File: config.mk
export PLATFORM = sky130hd
export DESIGN_NAME = humidity_sensor_reading_validator_unit
export DESIGN_NICKNAME = d
export VERILOG_FILES = /design/src/hsrv_pkg.sv /design/src/hsrv_cfg_regs.sv /design/src/hsrv_conv.sv /design/src/hsrv_judge.sv /design/src/humidity_sensor_reading_validator_unit.sv
export VERILOG_INCLUDE_DIRS = /design/src /design/src/src
export SDC_FILE = /design/constraint.sdc
export NUM_CORES = 1
export LEC_CHECK = 0
export BUFFER_PORTS_ARGS = -buffer_cell sky130_fd_sc_hd__buf_2
export CORE_MARGIN = 10
export CORE_UTILIZATION = 28
export CTS_CLUSTER_DIAMETER = 120
export DETAILED_ROUTE_END_ITERATION = 10
export PLACE_DENSITY = 0.43
export SETUP_SLACK_MARGIN = 0.5
export SYNTH_ARGS = -nofsm -noshare
export SYNTH_HDL_FRONTEND = slang
export SYNTH_SLANG_ARGS = --single-unit
File: constraint.sdc
create_clock -name i_clk -period 28 [get_ports i_clk]
set_input_delay 1.4 -clock i_clk [delete_from_list [all_inputs] [get_ports i_clk]]
set_output_delay 1.4 -clock i_clk [all_outputs]
set_load 0.05 [all_outputs]
File: src/humidity_sensor_reading_validator_unit_assert.svh
// ----------------------------------------------------------------------------
// Assertion macros for the humidity sensor reading validator
// Each macro compiles to a concurrent assertion in simulation and to nothing
// when SYNTHESIS is defined.
// ----------------------------------------------------------------------------
`ifndef HUMIDITY_SENSOR_READING_VALIDATOR_UNIT_ASSERT_SVH
`define HUMIDITY_SENSOR_READING_VALIDATOR_UNIT_ASSERT_SVH

`ifndef SYNTHESIS

// checked only while out of reset
`define HSRV_ASSERT(lbl, clk, rst_n, prop) \
    lbl: assert property (@(posedge clk) disable iff (!rst_n) prop) \
        else $error("hsrv: assertion failed");

// checked on every edge, reset included
`define HSRV_ASSERT_RST(lbl, clk, prop) \
    lbl: assert property (@(posedge clk) prop) \
        else $error("hsrv: reset assertion failed");

`else

`define HSRV_ASSERT(lbl, clk, rst_n, prop)
`define HSRV_ASSERT_RST(lbl, clk, prop)

`endif

`endif

File: src/hsrv_pkg.sv
// ----------------------------------------------------------------------------
// hsrv_pkg
// Types, constants and helper functions shared by the validator modules.
// ----------------------------------------------------------------------------
package hsrv_pkg;

    // field widths
    localparam int TEMP_W     = 15;
    localparam int HUM_W      = 14;
    localparam int WORD_W     = 16;
    localparam int CHECK_W    = 8;
    localparam int COUNT_W    = 32;
    localparam int CFG_IDX_W  = 2;
    localparam int CFG_DATA_W = 15;

    // CRC-8 parameters
    localparam logic [7:0] CRC_POLY = 8'h31;
    localparam logic [7:0] CRC_INIT = 8'hFF;

    // conversion constants (hundredths)
    localparam logic [30:0] TEMP_SCALE  = 31'd17500;
    localparam logic [30:0] HUM_SCALE   = 31'd10000;
    localparam logic signed [15:0] TEMP_OFFSET = 16'sd4500;

    // configuration register indexes
    localparam logic [CFG_IDX_W-1:0] CFG_MIN_TEMP  = 2'd0;
    localparam logic [CFG_IDX_W-1:0] CFG_MAX_TEMP  = 2'd1;
    localparam logic [CFG_IDX_W-1:0] CFG_TEMP_STEP = 2'd2;
    localparam logic [CFG_IDX_W-1:0] CFG_RH_STEP   = 2'd3;

    // configuration reset values
    localparam logic signed [TEMP_W-1:0] RST_MIN_TEMP  = -15'sd2000;
    localparam logic signed [TEMP_W-1:0] RST_MAX_TEMP  = 15'sd6000;
    localparam logic [TEMP_W-1:0]        RST_TEMP_STEP = 15'd1000;
    localparam logic [HUM_W-1:0]         RST_RH_STEP   = 14'd3000;

    // result status codes
    typedef enum logic [2:0] {
        ST_OK          = 3'd0,
        ST_NO_ANSWER   = 3'd1,
        ST_CRC_ERROR   = 3'd2,
        ST_IMPLAUSIBLE = 3'd3,
        ST_JUMPED      = 3'd4
    } t_status;

    // configuration register contents
    typedef struct packed {
        logic signed [TEMP_W-1:0] min_temp;
        logic signed [TEMP_W-1:0] max_temp;
        logic [TEMP_W-1:0]        temp_step;
        logic [HUM_W-1:0]         rh_step;
    } t_cfg;

    // converted sensor word
    typedef struct packed {
        logic                     answered;
        logic                     crc_ok;
        logic signed [TEMP_W-1:0] temp;
        logic [HUM_W-1:0]         hum;
    } t_conv;

    // CRC-8 over a 16-bit word, high byte first
    function automatic logic [7:0] crc8_word(input logic [WORD_W-1:0] word);
        logic [7:0] crc;
        crc = CRC_INIT ^ word[15:8];
        for (int i = 0; i < 8; i++) begin
            crc = crc[7] ? ((crc << 1) ^ CRC_POLY) : (crc << 1);
        end
        crc = crc ^ word[7:0];
        for (int i = 0; i < 8; i++) begin
            crc = crc[7] ? ((crc << 1) ^ CRC_POLY) : (crc << 1);
        end
        return crc;
    endfunction

    // floor(x / 65535) for x below 2^31: x = q0*65535 + (lo + q0),
    // the remainder estimate stays under twice the divisor
    function automatic logic [14:0] div_65535(input logic [30:0] x);
        logic [14:0] q0;
        logic [16:0] r0;
        q0 = x[30:16];
        r0 = {1'b0, x[15:0]} + {2'b00, q0};
        return q0 + ((r0 >= 17'd65535) ? 15'd1 : 15'd0);
    endfunction

endpackage

File: src/hsrv_cfg_regs.sv
// ----------------------------------------------------------------------------
// hsrv_cfg_regs
// Configuration register file: plausibility limits and step limits.
// ----------------------------------------------------------------------------
module hsrv_cfg_regs
    import hsrv_pkg::*;
(
    input  logic                  i_clk,
    input  logic                  i_rst_n,
    input  logic                  i_cfg_valid,
    output logic                  o_cfg_ready,
    input  logic [CFG_IDX_W-1:0]  i_cfg_index,
    input  logic [CFG_DATA_W-1:0] i_cfg_data,
    output t_cfg                  o_cfg
);

    t_cfg r_cfg;
    t_cfg n_cfg;

    // writes are always accepted
    assign o_cfg_ready = 1'b1;

    // register write decode
    always_comb begin
        n_cfg = r_cfg;
        if (i_cfg_valid) begin
            unique case (i_cfg_index)
                CFG_MIN_TEMP:  n_cfg.min_temp  = i_cfg_data[TEMP_W-1:0];
                CFG_MAX_TEMP:  n_cfg.max_temp  = i_cfg_data[TEMP_W-1:0];
                CFG_TEMP_STEP: n_cfg.temp_step = i_cfg_data[TEMP_W-1:0];
                CFG_RH_STEP:   n_cfg.rh_step   = i_cfg_data[HUM_W-1:0];
            endcase
        end
    end

    always_ff @(posedge i_clk) begin
        if (!i_rst_n) begin
            r_cfg.min_temp  <= RST_MIN_TEMP;
            r_cfg.max_temp  <= RST_MAX_TEMP;
            r_cfg.temp_step <= RST_TEMP_STEP;
            r_cfg.rh_step   <= RST_RH_STEP;
        end else begin
            r_cfg <= n_cfg;
        end
    end

    assign o_cfg = r_cfg;

endmodule

File: src/hsrv_conv.sv
// ----------------------------------------------------------------------------
// hsrv_conv
// CRC check of both sensor words and conversion to hundredths.
// ----------------------------------------------------------------------------
module hsrv_conv
    import hsrv_pkg::*;
(
    input  logic               i_answered,
    input  logic [WORD_W-1:0]  i_temp_word,
    input  logic [CHECK_W-1:0] i_temp_check,
    input  logic [WORD_W-1:0]  i_hum_word,
    input  logic [CHECK_W-1:0] i_hum_check,
    output t_conv              o_conv
);

    logic [30:0]        temp_prod;
    logic [30:0]        hum_prod;
    logic [14:0]        temp_quo;
    logic [14:0]        hum_quo;
    logic signed [15:0] temp_full;

    // scale: floor(span * raw / 65535)
    assign temp_prod = TEMP_SCALE * {15'd0, i_temp_word};
    assign hum_prod  = HUM_SCALE * {15'd0, i_hum_word};
    assign temp_quo  = div_65535(temp_prod);
    assign hum_quo   = div_65535(hum_prod);

    // temperature offset, result fits in 15 bits signed
    assign temp_full = signed'({1'b0, temp_quo}) - TEMP_OFFSET;

    assign o_conv.answered = i_answered;
    assign o_conv.crc_ok   = (crc8_word(i_temp_word) == i_temp_check) &&
                             (crc8_word(i_hum_word) == i_hum_check);
    assign o_conv.temp     = temp_full[TEMP_W-1:0];
    assign o_conv.hum      = hum_quo[HUM_W-1:0];

endmodule

File: src/hsrv_judge.sv
// ----------------------------------------------------------------------------
// hsrv_judge
// Validity decision, stored reading, CRC error counter and result register.
// ----------------------------------------------------------------------------
`include "humidity_sensor_reading_validator_unit_assert.svh"

module hsrv_judge
    import hsrv_pkg::*;
(
    input  logic                     i_clk,
    input  logic                     i_rst_n,
    input  logic                     i_fire,
    input  t_conv                    i_conv,
    input  t_cfg                     i_cfg,
    input  logic                     i_stall,
    output logic                     o_adv,
    output logic                     o_valid,
    output logic [2:0]               o_status,
    output logic                     o_reading_valid,
    output logic signed [TEMP_W-1:0] o_temperature_centi,
    output logic [HUM_W-1:0]         o_humidity_centi,
    output logic [COUNT_W-1:0]       o_crc_error_count
);

    // stored reading and counter
    logic                     r_have;
    logic signed [TEMP_W-1:0] r_last_temp;
    logic [HUM_W-1:0]         r_last_rh;
    logic [COUNT_W-1:0]       r_crc_total;
    logic                     n_have;
    logic signed [TEMP_W-1:0] n_last_temp;
    logic [HUM_W-1:0]         n_last_rh;
    logic [COUNT_W-1:0]       n_crc_total;

    // result register
    logic                     r_out_valid;
    t_status                  r_status;
    logic                     r_out_have;
    logic signed [TEMP_W-1:0] r_out_temp;
    logic [HUM_W-1:0]         r_out_rh;
    logic [COUNT_W-1:0]       r_out_count;
    logic                     n_out_valid;
    t_status                  n_status;

    logic signed [TEMP_W:0]   temp_diff;
    logic [TEMP_W:0]          temp_dist;
    logic signed [HUM_W:0]    rh_diff;
    logic [HUM_W:0]           rh_dist;
    logic                     out_of_range;
    logic                     jumped;

    // assertion helpers
    logic                     crc_step;
    logic                     rejected;
    logic                     cleared;
    logic [TEMP_W+HUM_W:0]    held_reading;

    // result register frees up when empty or being taken
    assign o_adv = !r_out_valid || !i_stall;

    // distance from the last accepted reading
    assign temp_diff = (TEMP_W+1)'(i_conv.temp) - (TEMP_W+1)'(r_last_temp);
    assign temp_dist = temp_diff[TEMP_W] ? (TEMP_W+1)'(-temp_diff) : temp_diff;
    assign rh_diff   = signed'({1'b0, i_conv.hum}) - signed'({1'b0, r_last_rh});
    assign rh_dist   = rh_diff[HUM_W] ? (HUM_W+1)'(-rh_diff) : rh_diff;

    assign out_of_range = (i_conv.temp < i_cfg.min_temp) || (i_conv.temp > i_cfg.max_temp);
    assign jumped = r_have && ((temp_dist > {1'b0, i_cfg.temp_step}) ||
                               (rh_dist > {1'b0, i_cfg.rh_step}));

    // decision and state update
    always_comb begin
        n_have      = r_have;
        n_last_temp = r_last_temp;
        n_last_rh   = r_last_rh;
        n_crc_total = r_crc_total;
        priority if (!i_conv.answered) begin
            n_status = ST_NO_ANSWER;
        end else if (!i_conv.crc_ok) begin
            n_status    = ST_CRC_ERROR;
            n_crc_total = r_crc_total + COUNT_W'(1);
        end else if (out_of_range) begin
            n_status = ST_IMPLAUSIBLE;
        end else if (jumped) begin
            n_status = ST_JUMPED;
        end else begin
            n_status    = ST_OK;
            n_have      = 1'b1;
            n_last_temp = i_conv.temp;
            n_last_rh   = i_conv.hum;
        end
    end

    // output valid: load on fire, drop when taken
    always_comb begin
        priority if (i_fire) begin
            n_out_valid = 1'b1;
        end else if (!i_stall) begin
            n_out_valid = 1'b0;
        end else begin
            n_out_valid = r_out_valid;
        end
    end

    // control and state registers
    always_ff @(posedge i_clk) begin
        if (!i_rst_n) begin
            r_out_valid <= 1'b0;
            r_have      <= 1'b0;
            r_last_temp <= '0;
            r_last_rh   <= '0;
            r_crc_total <= '0;
        end else begin
            r_out_valid <= n_out_valid;
            if (i_fire) begin
                r_have      <= n_have;
                r_last_temp <= n_last_temp;
                r_last_rh   <= n_last_rh;
                r_crc_total <= n_crc_total;
            end
        end
    end

    // result payload, reports state after the step
    always_ff @(posedge i_clk) begin
        if (i_fire) begin
            r_status    <= n_status;
            r_out_have  <= n_have;
            r_out_temp  <= n_last_temp;
            r_out_rh    <= n_last_rh;
            r_out_count <= n_crc_total;
        end
    end

    assign o_valid             = r_out_valid;
    assign o_status            = r_status;
    assign o_reading_valid     = r_out_have;
    assign o_temperature_centi = r_out_temp;
    assign o_humidity_centi    = r_out_rh;
    assign o_crc_error_count   = r_out_count;

    assign crc_step     = i_fire && (n_status == ST_CRC_ERROR);
    assign rejected     = i_fire && (n_status != ST_OK);
    assign cleared      = !r_out_valid && !r_have && (r_crc_total == '0);
    assign held_reading = {r_have, r_last_temp, r_last_rh};

    // counter moves by one on a CRC failure and holds otherwise
    `HSRV_ASSERT(a_crc_inc, i_clk, i_rst_n, crc_step |=> r_crc_total == $past(r_crc_total) + 32'd1)
    `HSRV_ASSERT(a_crc_hold, i_clk, i_rst_n, !crc_step |=> $stable(r_crc_total))
    // a rejected answer leaves the stored reading alone
    `HSRV_ASSERT(a_keep_reading, i_clk, i_rst_n, rejected |=> $stable(held_reading))
    // once a reading is held it stays until reset
    `HSRV_ASSERT(a_have_sticky, i_clk, i_rst_n, r_have |=> r_have)
    // reset empties the result register and forgets the reading
    `HSRV_ASSERT_RST(a_reset_clear, i_clk, !i_rst_n |=> cleared)

endmodule

File: src/humidity_sensor_reading_validator_unit.sv
// ----------------------------------------------------------------------------
// humidity_sensor_reading_validator_unit
// Checks sensor answers (CRC-8, plausibility, step limits), converts them to
// hundredths and keeps the last accepted reading.
// ----------------------------------------------------------------------------
// Each word carries an answered flag, a temperature and a humidity word with
// their CRC-8 bytes (polynomial 0x31, init 0xFF). One result word comes back
// per input word, after it has passed the input register and then the result
// register, with CRC, constant scaling and all compares done in the single
// logic stage that lies between those two registers.
// A new word is taken every cycle; the result register decouples the two
// sides so input only stalls when a result is held and the input register is
// full. The result reports status (ok, no answer, crc error, implausible,
// jumped) and the stored reading and CRC error count after that word.
// Configuration writes complete immediately and should only be issued while
// no word is in flight.
// ----------------------------------------------------------------------------
module humidity_sensor_reading_validator_unit
    import hsrv_pkg::*;
(
    input  logic                     i_clk,
    input  logic                     i_rst_n,
    // input channel
    input  logic                     i_valid,
    output logic                     o_stall,
    input  logic                     i_answered,
    input  logic [WORD_W-1:0]        i_temp_word,
    input  logic [CHECK_W-1:0]       i_temp_check,
    input  logic [WORD_W-1:0]        i_hum_word,
    input  logic [CHECK_W-1:0]       i_hum_check,
    // result channel
    output logic                     o_valid,
    input  logic                     i_stall,
    output logic [2:0]               o_status,
    output logic                     o_reading_valid,
    output logic signed [TEMP_W-1:0] o_temperature_centi,
    output logic [HUM_W-1:0]         o_humidity_centi,
    output logic [COUNT_W-1:0]       o_crc_error_count,
    // configuration channel
    input  logic                     i_cfg_valid,
    output logic                     o_cfg_ready,
    input  logic [CFG_IDX_W-1:0]     i_cfg_index,
    input  logic [CFG_DATA_W-1:0]    i_cfg_data
);

    logic               r_in_valid;
    logic               r_answered;
    logic [WORD_W-1:0]  r_temp_word;
    logic [CHECK_W-1:0] r_temp_check;
    logic [WORD_W-1:0]  r_hum_word;
    logic [CHECK_W-1:0] r_hum_check;
    logic               n_in_valid;
    logic               in_take;
    logic               adv;
    logic               fire;
    t_cfg               cfg;
    t_conv              conv;

    // handshake of the input register
    assign fire    = r_in_valid && adv;
    assign o_stall = r_in_valid && !adv;
    assign in_take = i_valid && !o_stall;

    always_comb begin
        priority if (in_take) begin
            n_in_valid = 1'b1;
        end else if (fire) begin
            n_in_valid = 1'b0;
        end else begin
            n_in_valid = r_in_valid;
        end
    end

    always_ff @(posedge i_clk) begin
        if (!i_rst_n) begin
            r_in_valid <= 1'b0;
        end else begin
            r_in_valid <= n_in_valid;
        end
    end

    // input payload register
    always_ff @(posedge i_clk) begin
        if (in_take) begin
            r_answered   <= i_answered;
            r_temp_word  <= i_temp_word;
            r_temp_check <= i_temp_check;
            r_hum_word   <= i_hum_word;
            r_hum_check  <= i_hum_check;
        end
    end

    hsrv_cfg_regs u_cfg (
        .i_clk       (i_clk),
        .i_rst_n     (i_rst_n),
        .i_cfg_valid (i_cfg_valid),
        .o_cfg_ready (o_cfg_ready),
        .i_cfg_index (i_cfg_index),
        .i_cfg_data  (i_cfg_data),
        .o_cfg       (cfg)
    );

    hsrv_conv u_conv (
        .i_answered   (r_answered),
        .i_temp_word  (r_temp_word),
        .i_temp_check (r_temp_check),
        .i_hum_word   (r_hum_word),
        .i_hum_check  (r_hum_check),
        .o_conv       (conv)
    );

    hsrv_judge u_judge (
        .i_clk               (i_clk),
        .i_rst_n             (i_rst_n),
        .i_fire              (fire),
        .i_conv              (conv),
        .i_cfg               (cfg),
        .i_stall             (i_stall),
        .o_adv               (adv),
        .o_valid             (o_valid),
        .o_status            (o_status),
        .o_reading_valid     (o_reading_valid),
        .o_temperature_centi (o_temperature_centi),
        .o_humidity_centi    (o_humidity_centi),
        .o_crc_error_count   (o_crc_error_count)
    );

endmodule
==> results of run 1 <==
[layer usage]
metal | up-vias | share of wire, %
met2 | 259 | 47
met3 | 65 | 3.7
met1 | 8120 | 47
met5 | - | 0
li1 | 8576 | -
met4 | 0 | 2.0
[worst max-delay path, delay by kind of cell, from the launching register on]
family | cells | cell delay, ns
AOI/OAI and AO/OA | 24 | 6.28
adders and majority gates | 11 | 4.02
and+or+nand+nor | 11 | 2.32
buffers and inverters | 6 | 0.72
xor gates and xnor gates | 2 | 0.70
DFF | 1 | 0.60
muxes | 1 | 0.38
[how the worst max path moves through the flow]
stage / endpoint / slack [ns] / start / cells past startpoint
6_report: u_judge.o_temperature_centi[13] / 12.75 / r_temp_word[13] / 55
5_1_grt: u_judge.o_temperature_centi[10] / 11.53 / r_temp_word[13] / 55
4_1_cts: u_judge.o_temperature_centi[13] / 12.75 / r_temp_word[9] / 53
3_5_place_dp: u_judge.o_temperature_centi[13] / 12.75 / r_temp_word[9] / 53
3_3_place_gp: u_judge.o_temperature_centi[11] / 13.14 / r_temp_word[9] / 53
2_1_floorplan: u_judge.o_temperature_centi[14] / 15.73 / r_temp_word[13] / 58
[synthesized netlist by cell type, drive strengths merged, types with 16 or more instances]
library cell,n,area (um^2)
xnor3,18,405
fa,84,1680
o21ai,82,410
nor2,133,502
nand4,35,219
nor2b,24,150
dfxtp,123,2460
nor3,60,305
nor4,29,203
o211ai,34,255
a31oi,26,163
ha,285,3570
a21oi,146,731
xnor2,124,1090
inv,351,1320
or3,24,150
o31ai,28,265
and3,19,119
nand2b,24,150
a21o,32,240
nand2,181,679
or2,16,100
clkbuf,47,178
mux2,28,315
xor2,68,596
o21a,24,180
nand3,51,255
edfxtp,114,3420
[flip-flops by register name, summed over array words and instances (netlist names), 3 cells and up]
register	cells
r_temp_check	8
u_judge.r_last_temp	15
r_hum_check	8
r_temp_word	16
u_judge.o_status	3
u_cfg.o_cfg	59
u_judge.o_temperature_centi	15
r_hum_word	16
u_judge.o_humidity_centi	14
u_judge.r_last_rh	14
u_judge.o_crc_error_count	32
u_judge.r_crc_total	32
[layout make-up]
class	count	area [um^2]	share of cell area, %
Multi-Input combinational cell	1731	14100	57.6
Sequential cell	237	5890	24.0
Inverter	351	1320	5.37
Tap cell	1030	1290	5.25
Timing Repair Buffer	165	896	3.65
Clock buffer	35	769	3.14
Clock inverter	21	236	0.964
Antenna cell	1	2.50	0.0102
[metrics by stage]
stage | cell area [um^2] | utilization (%)
floorplan | 21600 | -
CTS | 24500 | 32.2
global route | 24500 | 32.2
finish | 24500 | 32.2
detailed placement | 23500 | 30.9
global placement | 23500 | 30.9
[logic make-up after synthesis]
family / after synthesis
flops: 237
buf+inv: 411
xor+xnor: 211
other cells: 1
fa+ha+maj: 369
compound gates: 468
simple gates: 639
mux: 43
==> metrics, run 1 <==
EDFF count, synth=114; final std cells w/o fill=3,571; Slew Limit Fails=0; Overflow after GRT=0; syn nets=2,819; mapped cell area=0.0216 mm^2; Worst-Skew Late Latency=0.61 ns; DR vias=17,000; Max Clk Rate=65.6 MHz; hold_buf cts=0; multiplexer share of the synthesized area=2.16%; routed length per instance=17.6 um; first-pass GRT wire length=99,900 um; main combinational cell family by area after synthesis=adder cells; number of setup buffers added after CTS=0; pre-CTS WS=12.75 ns; Post-DRT Antenna Nets=0; num rows=101; commonest non-fill, non-tap cells in the layout=349 x inv_1, 285 x ha_1, 181 x nand2_1, 146 x a21oi_1, 137 x buf_2; Routed WL=62,700 um; worst r2r src=r_temp_word[13]; CTS tree=built; # port buffers=137; worst path arrival time=15.61 ns; Sink Count=237; DR pass1 iterations=7; grt met1 use=18.5%; setup ws final=12.75 ns; crit path max fanout=16; share of cells above drive strength 1=10.8%; post-detail-place hpwl=50,100 um; mean post-synth cell area=9.07 um^2; Post-Synth Adder-Cell Area=24.3%; core box area=0.0762 mm^2; Crit path required time=28.36 ns; Crit Path Category=reg -> reg; WHS=0.455 ns; Max-slew headroom=15.0%; CTS Buf Count=30; Top cell by count, worst path=ha_1; Tcrit/Tclk final=54.5%; xor and xnor fraction of the mapped netlist area=9.82%; Critical Path Max Stage Delay=0.69 ns; outcome=complete, no violations; met2 usage=23.6%; clock transition at the registers of the reported paths=0.06 ns; clk root buf=clkbuf_16; Main synth FF type=dfxtp_1; vias in the first global route=17,500; GPL Wtd Cong=0.854; Final min period=15.25 ns; pin count of the biggest net entering global routing=55; Worst R2R Setup Slack=12.75 ns; Worst-Margin Slew=1.27 ns; io pins=139; worst hold start=u_cfg.o_cfg[47]; Yosys warnings=0; die extent in y=298 um; Fill cells=7,976; Vias per Instance=4.77; commonest non-fill, non-tap cell in the layout=inv_1; drt drc=0; Slowest cell on crit path=nor3_4; chip width=298 um; gr usage total=13.9%; Simple-Gate Fraction of Synth Area=14.8%; Setup Skew=0.0178 ns; reg2reg path depth=55; WHS Endpoint=u_cfg.o_cfg[47]; Finish-stage setup viols=0; clk buf depth=3; busiest grt layer=met2; R2R Path End=u_judge.o_temperature_centi[13]; Nets=2,956; met3 Use GR=1.73%; sequential area share after synthesis=27.3%; Async SR Flop Fraction=0%; Initial Utilization=28.3%; H-tree levels=1; RSZ-0062 raised after global routing=no; Detailed Route Iter0 Violations=909; Placed Cells=3,514; max cap viols=0; P&R area growth vs syn=13.7%; die area=0.0886 mm^2; Critical Path Start Type=flip-flop; endpoint type of the worst setup path=flip-flop; Setup TNS=0 ns; final number of hold-violating endpoints=0; post-synthesis compound-gate area fraction=14.3%; Hold/Removal Path Class=reg -> reg; count of mapped cells out of synthesis=2,379; post-synthesis register bit count=237; antenna violations before repair=1; Post-CTS Resized=0; Hold Path Depth=2; Cell variety after synth=88
Power of run 1 is not shown: default switching activity piles up to over one toggle a cycle in this logic, so the estimate is an artifact.
==> inputs of run 2 (changes only) <==
--- a/config.mk
+++ b/config.mk
@@ -6,6 +6,7 @@
 export SDC_FILE = /design/constraint.sdc
 export NUM_CORES = 1
 export LEC_CHECK = 0
+export ABC_AREA = 1
 export BUFFER_PORTS_ARGS = -buffer_cell sky130_fd_sc_hd__buf_2
 export CORE_MARGIN = 10
 export CORE_UTILIZATION = 28
==> constraint.sdc (replaced) <==
create_clock -name i_clk -period 15 [get_ports i_clk]
set_input_delay 0.75 -clock i_clk [delete_from_list [all_inputs] [get_ports i_clk]]
set_output_delay 0.75 -clock i_clk [all_outputs]
set_load 0.05 [all_outputs]
==> metrics, run 2 <==
chip width=308 um (+3.3%); syn nets=3,652 (+30%); reg2reg path depth=74 (+35%); dominant cell type by area after synthesis=ha_1; placed cell area=0.0251 mm^2 (+6.5%); CTS Buf Count=34 (+13%); gr usage total=14.9% (+1.1 points); mean post-synth cell area=7.21 um^2 (-21%); # port buffers=137 (unchanged); share of cells above drive strength 1=7.84% (-2.9 points); GPL Wtd Cong=0.841 (-1.5%); sequential area share after synthesis=25.4% (-1.9 points); Async SR Flop Fraction=0% (unchanged); Top cell by count, worst path=nand2_1; worst r2r src=r_temp_word[10]; crit path max fanout=31 (+15); Worst R2R Setup Slack=2.18 ns (-10.57 ns); mapped cell area=0.0232 mm^2 (+7.3%); max cap viols=0 (unchanged); max FFs per register=59 (unchanged); worst hold start=i_temp_word[3]; commonest non-fill, non-tap cells in the layout=783 x nand2_1, 610 x inv_1, 285 x ha_1, 241 x nand3_1, 220 x a21oi_1; clk buf depth=3 (unchanged); final number of hold-violating endpoints=0 (unchanged); Tcrit/Tclk final=85.4% (+31 points); Overflow after GRT=0 (unchanged); pin count of the biggest net entering global routing=76 (+38%); Hold Path Depth=1 (-1); Cell variety after synth=51 (-42%); commonest non-fill, non-tap cell in the layout=nand2_1; Slew Limit Fails=0 (unchanged); antenna violations before repair=1 (unchanged); pre-CTS WS=1.82 ns (-10.93 ns); setup ws final=2.18 ns (-10.57 ns); Nets=3,781 (+28%); Slowest cell on crit path=edfxtp_1; worst path arrival time=13.11 ns (-2.50 ns); first-pass GRT wire length=113,000 um (+13%); routed length per instance=16.0 um (-8.7%); Synth area leaders=ha_1 15%, edfxtp_1 15%, nand2_1 13%; Critical Path Start Type=flip-flop; post-synth top area share=15.4% (-1.1 points); outcome=complete, no violations; Initial Utilization=28.2% (-0.074 points); number of setup buffers added after CTS=0 (unchanged); drt drc=0 (unchanged); post-detail-place hpwl=57,100 um (+14%); Detailed Route Iter0 Violations=974 (+7.2%); WHS Endpoint=r_temp_word[3]; R2R Path End=u_judge.o_humidity_centi[7]; P&R area growth vs syn=13.1%; Finish-stage setup viols=0 (unchanged); Setup TNS=0 ns (unchanged); Hold/Removal Path Class=in -> reg; DR vias=20,200 (+19%); Final min period=12.82 ns (-2.43 ns); Max Clk Rate=78.0 MHz (+19%); die extent in y=308 um (+3.3%); Vias per Instance=4.56 (-4.3%); core box area=0.0820 mm^2 (+7.6%); Crit Path Category=reg -> reg; vias in the first global route=20,100 (+15%); post-synthesis register bit count=237 (unchanged); clk root buf=clkbuf_16; num rows=105 (+4.0%); DR pass1 iterations=5 (-2); H-tree levels=2 (+1); Main synth FF type=dfxtp_1; Critical Path Max Stage Delay=0.61 ns (-0.08 ns); hold_buf cts=0 (unchanged); Sink Count=237 (unchanged); Inserted Diodes=0 (-1); EDFF count, synth=114 (unchanged); final instance area=0.0262 mm^2 (+6.7%); clock transition at the registers of the reported paths=0.05 ns (about the same); Max-slew headroom=38.1% (+23 points); endpoint type of the worst setup path=flip-flop; Crit path required time=15.29 ns (-13.07 ns); io pins=139 (unchanged); die area=0.0946 mm^2 (+6.8%); Routed WL=71,100 um (+13%); Post-DRT Antenna Nets=0 (unchanged); Yosys warnings=0 (unchanged); most frequent cell after synthesis=nand2_1; RSZ-0062 raised after global routing=no; Synth top cells by count=783 x nand2_1, 612 x inv_1, 285 x ha_1; Worst-Skew Late Latency=0.55 ns (-0.06 ns); count of mapped cells out of synthesis=3,212 (+35%); CTS tree=built; crit path from=r_temp_word[10]; Worst-Margin Slew=0.929 ns (-0.344 ns); Setup Skew=0.0193 ns (+0.00154 ns)
run 2: worst max-delay path: cells and delay by family (launching register included):
family,cells,cell delay (ns)
AND/OR/NAND/NOR,41,4.97
XOR/XNOR,3,0.82
flip-flops,1,0.61
AO/OA/AOI/OAI,9,1.16
adder cells (fa/ha/maj),11,3.88
buffers and inverters,10,1.06
run 2: cells by family after synthesis:
family / share of synthesized area, %
fa+ha+maj: 22.7
simple gates: 26.4
xor+xnor: 5.17
compound gates: 9.00
other cells: 0.0162
flops: 25.4
buf+inv: 11.3
run 2: metrics by stage:
stage | util, % | hold WS [ns] | instances
after floorplan | - | 0.435 | 3212
after global placement | 30.6 | 0.450 | 4375
after detailed placement | 30.6 | 0.457 | 4375
after CTS | 31.9 | 0.334 | 4437
after global routing | 31.9 | 0.352 | 4437
final | 31.9 | 0.375 | 4437
run 2: layout make-up:
class,count,area (um^2)
clock buffers,43,936
inverters,624,2340
well taps,1070,1340
multi-input cells,2288,14700
flip-flops and latches,237,5890
fillers,8981,55800
clock inverters,19,173
repair buffers,156,828
run 2: how the worst max path moves through the flow:
stage | endpoint | slack [ns] | depth (start not counted)
after CTS | u_judge.o_humidity_centi[7] | 1.74 | 74
after detailed placement | u_judge.o_humidity_centi[6] | 1.82 | 74
after global routing | u_judge.r_last_temp[12] | 0.82 | 76
after global placement | u_judge.r_last_temp[8] | 1.71 | 74
after floorplan | u_judge.o_temperature_centi[1] | 4.88 | 72
final | u_judge.o_humidity_centi[7] | 2.18 | 74
run 2: metal layers:
metal	vias to the layer above	global-route usage, %	wire [um]
met5	-	0	0
met4	0	3.56	1340
met3	59	1.96	2500
met2	280	24.4	32100
met1	9201	20.6	35200
li1	10700	-	-
run 2: what timing repair did:
action / CTS / global route
endpoints found under the hold margin: 0 / 0
gates resized for setup: 0 / 1
setup endpoints to repair: 0 / 36
Power of run 2 is left out for the same reason.
